$ cat config.mk
export PLATFORM = sky130hd
export DESIGN_NAME = qrlt_div
export DESIGN_NICKNAME = d
export VERILOG_FILES = /design/src/rtl/core/query_response_latency_tracker_core_macros.svh /design/src/rtl/core/qrlt_pkg.sv /design/src/rtl/core/qrlt_div.sv
export SDC_FILE = /design/constraint.sdc
export NUM_CORES = 1
export LEC_CHECK = 0
export BUFFER_PORTS_ARGS = -buffer_cell sky130_fd_sc_hd__buf_4
export CAP_MARGIN = 0
export CELL_PAD_IN_SITES_DETAIL_PLACEMENT = 2
export CELL_PAD_IN_SITES_GLOBAL_PLACEMENT = 2
export CORE_MARGIN = 2
export CORE_UTILIZATION = 32
export DETAILED_ROUTE_END_ITERATION = 8
export PLACE_DENSITY = 0.83
export REMOVE_ABC_BUFFERS = 1
export SLEW_MARGIN = 20
export SYNTH_ARGS = -nofsm -noshare
export SYNTH_HDL_FRONTEND = slang
export SYNTH_SLANG_ARGS = --single-unit
$ cat constraint.sdc
create_clock -name clk -period 5.5 [get_ports clk]
set_clock_uncertainty 0.2 [all_clocks]
set_input_delay 1.1 -clock clk [delete_from_list [all_inputs] [get_ports clk]]
set_output_delay 1.1 -clock clk [all_outputs]
set_load 0.01 [all_outputs]
$ cat src/rtl/core/query_response_latency_tracker_core_macros.svh
// Assertion helpers shared by the latency tracker RTL.
`ifndef QUERY_RESPONSE_LATENCY_TRACKER_CORE_MACROS_SVH
`define QUERY_RESPONSE_LATENCY_TRACKER_CORE_MACROS_SVH

// The consequent must hold in the same cycle as the antecedent.
`define QRLT_ASSERT_IMP(label, clk, rst, ante, cons) \
  label: assert property (@(posedge clk) disable iff (rst) (ante) |-> (cons)) \
    else $error("latency tracker: same-cycle check failed");

// The consequent must hold in the cycle after the antecedent.
`define QRLT_ASSERT_NXT(label, clk, rst, ante, cons) \
  label: assert property (@(posedge clk) disable iff (rst) (ante) |=> (cons)) \
    else $error("latency tracker: next-cycle check failed");

`endif

$ cat src/rtl/core/qrlt_pkg.sv
package qrlt_pkg;

  localparam int unsigned DEFAULT_TABLE_ENTRIES = 64;

  // One slot of the pending table.
  typedef struct packed {
    logic        valid;
    logic [31:0] low_address;
    logic [31:0] high_address;
    logic [15:0] ident;
    logic [31:0] start_ms;
  } entry_t;

  // Lookup request handed to the table.
  typedef struct packed {
    logic        is_response;
    logic [31:0] low_address;
    logic [31:0] high_address;
    logic [15:0] ident;
    logic [31:0] arrival_ms;
  } tbl_req_t;

  // Outcome of one table lookup.
  typedef struct packed {
    logic        matched;
    logic        dropped;
    logic [31:0] latency_ms;
  } tbl_result_t;

endpackage

$ cat src/rtl/core/qrlt_div.sv
module qrlt_div
  import qrlt_pkg::*;
(
  input  logic        clk,
  input  logic        rst,
  input  logic        start,
  input  logic [63:0] dividend,
  input  logic [31:0] divisor,
  output logic        done,
  output logic [31:0] quotient
);

  // The upper dividend half must be below the divisor, so the quotient fits
  // in 32 bits and the partial remainder always fits in 32 bits.
  logic        busy;
  logic [4:0]  step;
  logic [31:0] rem;
  logic [31:0] div_q;
  logic [32:0] trial;
  logic        fits;

  assign trial    = {rem, quotient[31]};
  assign fits     = (trial >= {1'b0, div_q});

  always_ff @(posedge clk) begin
    if (rst) begin
      busy <= 1'b0;
      done <= 1'b0;
      step <= '0;
    end else begin
      done <= 1'b0;
      if (start) begin
        busy     <= 1'b1;
        step     <= '0;
        rem      <= dividend[63:32];
        quotient <= dividend[31:0];
        div_q    <= divisor;
      end else if (busy) begin
        rem      <= fits ? 32'(trial - {1'b0, div_q}) : trial[31:0];
        quotient <= {quotient[30:0], fits};
        step     <= step + 1'b1;
        if (step == 5'd31) begin
          busy <= 1'b0;
          done <= 1'b1;
        end
      end
    end
  end

endmodule

==> run metrics <==
starting density of the core 32.6%; Residual DRC 0; antenna violations before repair 0; Unique masters post-synth 55; Clock Tree Buf Depth 2; clock slew at the register clock pins of the worst setup and hold paths 0.08 ns; Final TNS setup 0 ns; Area Growth Syn to Fin 25.4%; overall routing resource usage 18.2%; height of the chip 142 um; Worst Tran Pin Value 1.05 ns; timing-limited maximum frequency 0.261 GHz; setup violators final 0; number of cell rows 50; buffers added on ports around 130; synthesized area around 0.0061 mm2; TritonCTS clock tree yes; Hold Startpoint step[3]; gr ovfl total 0; ratio of cells with drive above 1 in the final layout 30.9%; most used standard cells in the synthesized netlist sky130_fd_sc_hd__edfxtp_1 (96), sky130_fd_sc_hd__nand2_1 (55), sky130_fd_sc_hd__mux2_2 (51); worst-skew pair later-pin latency 0.36 ns; required time of the critical path 5.40 ns; final weighted congestion in routability-driven placement 0.834; Most used DFF post-synth sky130_fd_sc_hd__edfxtp_1; Hold Crit Depth 2; number of flops mapped to enable cells by yosys between 90 and 100; Critical Path Max Stage Delay between 0.6 and 0.7 ns; Final Hold Fails 0; multiplexer fraction of the synthesized cell area about a tenth; die width 142 um; post-synthesis compound-gate area fraction between 10 and 15%; most repeated cell in the gate-level netlist after synthesis sky130_fd_sc_hd__edfxtp_1; top post-synthesis cells by area sky130_fd_sc_hd__edfxtp_1 (47%), sky130_fd_sc_hd__mux2_2 (9.4%), sky130_fd_sc_hd__ha_1 (7.0%), sky130_fd_sc_hd__a21oi_1 (3.5%), sky130_fd_sc_hd__o21ai_0 (3.4%); critical path fanouts, max 32; Synthesis Warnings 0; list of cells traversed by the critical path ha_1, a21o_1, a21oi_1, o21ai_1, a21oi_1, a21bo_2, a211oi_4, buf_8, buf_12, nor2_1, a211oi_1, a21oi_1; xor/xnor share of the synthesized area 4.30%; setup repair after global routing missed its margin no; CP Launch Type register; Final HPWL DP 13.4 mm; DR vias/cell 5.15; overall power 2.31 mW; number of sinks driven by the clock tree 103; Post-Synth Simple-Gate Area 10.2%; post-route minimum period 3.84 ns; TritonRoute pass-1 iters 4; via total after detailed routing 4,751; cell type with the largest total area after synthesis sky130_fd_sc_hd__edfxtp_1; type of the worst setup path reg2reg; static power due to leakage 3.14 nW; final routed wire length divided by cell count 19.2 um; pwr/cell area between 300 and 400 mW/mm2; largest net degree at the start of global routing 53; kind of end point of the critical path register; ratio of final minimum period to clock period 69.7%; remaining max-slew budget at the tightest pin 29.9%; Post CTS Setup Buffer Count 0; Inserted Clock Buffers 9; beginning of the critical path rem[17]; library cell appearing most often on the critical path sky130_fd_sc_hd__a21oi_1; number of flip-flops and latches in the synthesized netlist 103; CTS Root Cell sky130_fd_sc_hd__clkbuf_16; count of pins over their slew limit 0; arrival time at the worst endpoint ~3.7 ns; wire length of the first global-routing pass 28.7 mm; number of hold buffers added after cts 0; number of DRC violations after detailed-routing iteration 0 between 200 and 250; Gate Count Post-Synth 560; outcome finished clean; number of nets in the layout roughly 820; number of antenna cells inserted 0; part of the Yosys area used for sequential elements 49.5%; dominant combinational cell family by area after synthesis compound AO/OA/AOI/OAI gates; startpoint of the most critical register-to-register path rem[17]; number of cells upsized or downsized after cts 0; R2R depth 12; overall routed net length 17.7 mm; share of Yosys cell area claimed by the top area cell type 47.2%; maximum level of the CTS H-tree 3; number of top-level design ports about 130; Async SR Flop Fraction 0%; type of the most critical hold path reg2reg; CP max-delay cell sky130_fd_sc_hd__a211oi_4; vias in the first global route between 5,000 and 6,000; CORE AREA 0.0187 mm2; adder and majority gate portion of the synthesized area 7.30%; remaining antenna violation count 0; max capacitance violation total 0; worst-case vdd ir drop roughly 0.15 mV; average cell area after synthesis 10.9 um2; Die ar. a little over 0.02 mm2
[flip-flops by register name (all words and copies together), names as in the netlist]
signal    cells
step          5
rem          32
div_q        32
done          1
quotient     32
busy          1
[metal layers]
| metal | share of wire, % | vias up | GRT usage (%) |
|---|---|---|---|
| met5 | 0 | - | 0 |
| met4 | 1.6 | 0 | 5.84 |
| met3 | 6.9 | 15 | 5.25 |
| met2 | 49 | 129 | 31.1 |
| met1 | 43 | 2317 | 22.2 |
| li1 | - | 2290 | - |
[area by class of cell]
| cell class | instances | area (um2) |
|---|---|---|
| Timing Repair Buffer | 136 | 1040 |
| Tap cell | 234 | 293 |
| Inverter | 44 | 165 |
| Multi-Input combinational cell | 390 | 2830 |
| Clock buffer | 10 | 250 |
| Fill cell | 1970 | 11000 |
| Sequential cell | 103 | 3020 |
| Clock inverter | 6 | 58.8 |
[cells in the final DEF (no fill, tap or decap), types with 4 or more instances in the layout]
cell                        synthesis  layout
sky130_fd_sc_hd__dfxtp_1            7       7
sky130_fd_sc_hd__nor2_1            27      26
sky130_fd_sc_hd__a211oi_1           6       6
sky130_fd_sc_hd__mux2_2            51      51
sky130_fd_sc_hd__nand3_1            4       4
sky130_fd_sc_hd__xnor2_1           17      17
sky130_fd_sc_hd__nand2b_1           7       7
sky130_fd_sc_hd__edfxtp_1          96      96
sky130_fd_sc_hd__nor3_1             5       5
sky130_fd_sc_hd__buf_4              1     134
sky130_fd_sc_hd__mux2i_1            5       5
sky130_fd_sc_hd__a21o_1             8       8
sky130_fd_sc_hd__o21ai_0           42      42
sky130_fd_sc_hd__o21ai_1            4       4
sky130_fd_sc_hd__ha_1              34      34
sky130_fd_sc_hd__xor2_1            13      13
sky130_fd_sc_hd__nand2_1           55      55
sky130_fd_sc_hd__clkbuf_16          0      10
sky130_fd_sc_hd__nor2b_1            5       4
sky130_fd_sc_hd__nand4_1            7       7
sky130_fd_sc_hd__and3_1             6       6
sky130_fd_sc_hd__o21a_1             6       6
sky130_fd_sc_hd__a21oi_1           43      43
sky130_fd_sc_hd__inv_1             44      44
[logic make-up after synthesis]
group	count (synthesis)
adder cells (fa/ha/maj)	35
AO/OA/AOI/OAI	138
AND/OR/NAND/NOR	131
XOR/XNOR	30
flip-flops	103
multiplexers	56
buffers and inverters	67
[worst max-delay path, delay by kind of cell (launching register included)]
family	cells	cell delay, ns
AO/OA/AOI/OAI	8	2.03
adder cells (fa/ha/maj)	1	0.46
AND/OR/NAND/NOR	1	0.07
buffers and inverters	2	0.43
flip-flops	1	0.40
[path summary, 6_finish.rpt]
check            end  slack [ns]
max           rem[4]        1.66
min          step[3]        0.33
max reg2reg   rem[4]        1.66
min reg2reg  step[3]        0.33
[where the power goes]
group	total (mW)	switching, mW	internal, mW
combinational	0.664	0.364	0.300
sequential	0.974	0.0336	0.940
clock	0.673	0.327	0.346
total	2.31	0.725	1.59
[metrics by stage]
step	utilization (%)	setup slack [ns]	instance area (um2)	hold WS (ns)	cells
final	40.9	1.66	7660	0.330	923
after global routing	40.9	1.38	7660	0.379	923
after CTS	40.9	1.63	7660	0.340	923
after detailed placement	39.3	1.69	7350	0.316	907
after global placement	39.2	1.70	7330	0.280	906
after floorplan	-	0.987	6000	0.267	537
No activity file was read; power rests on OpenSTA's default activity.
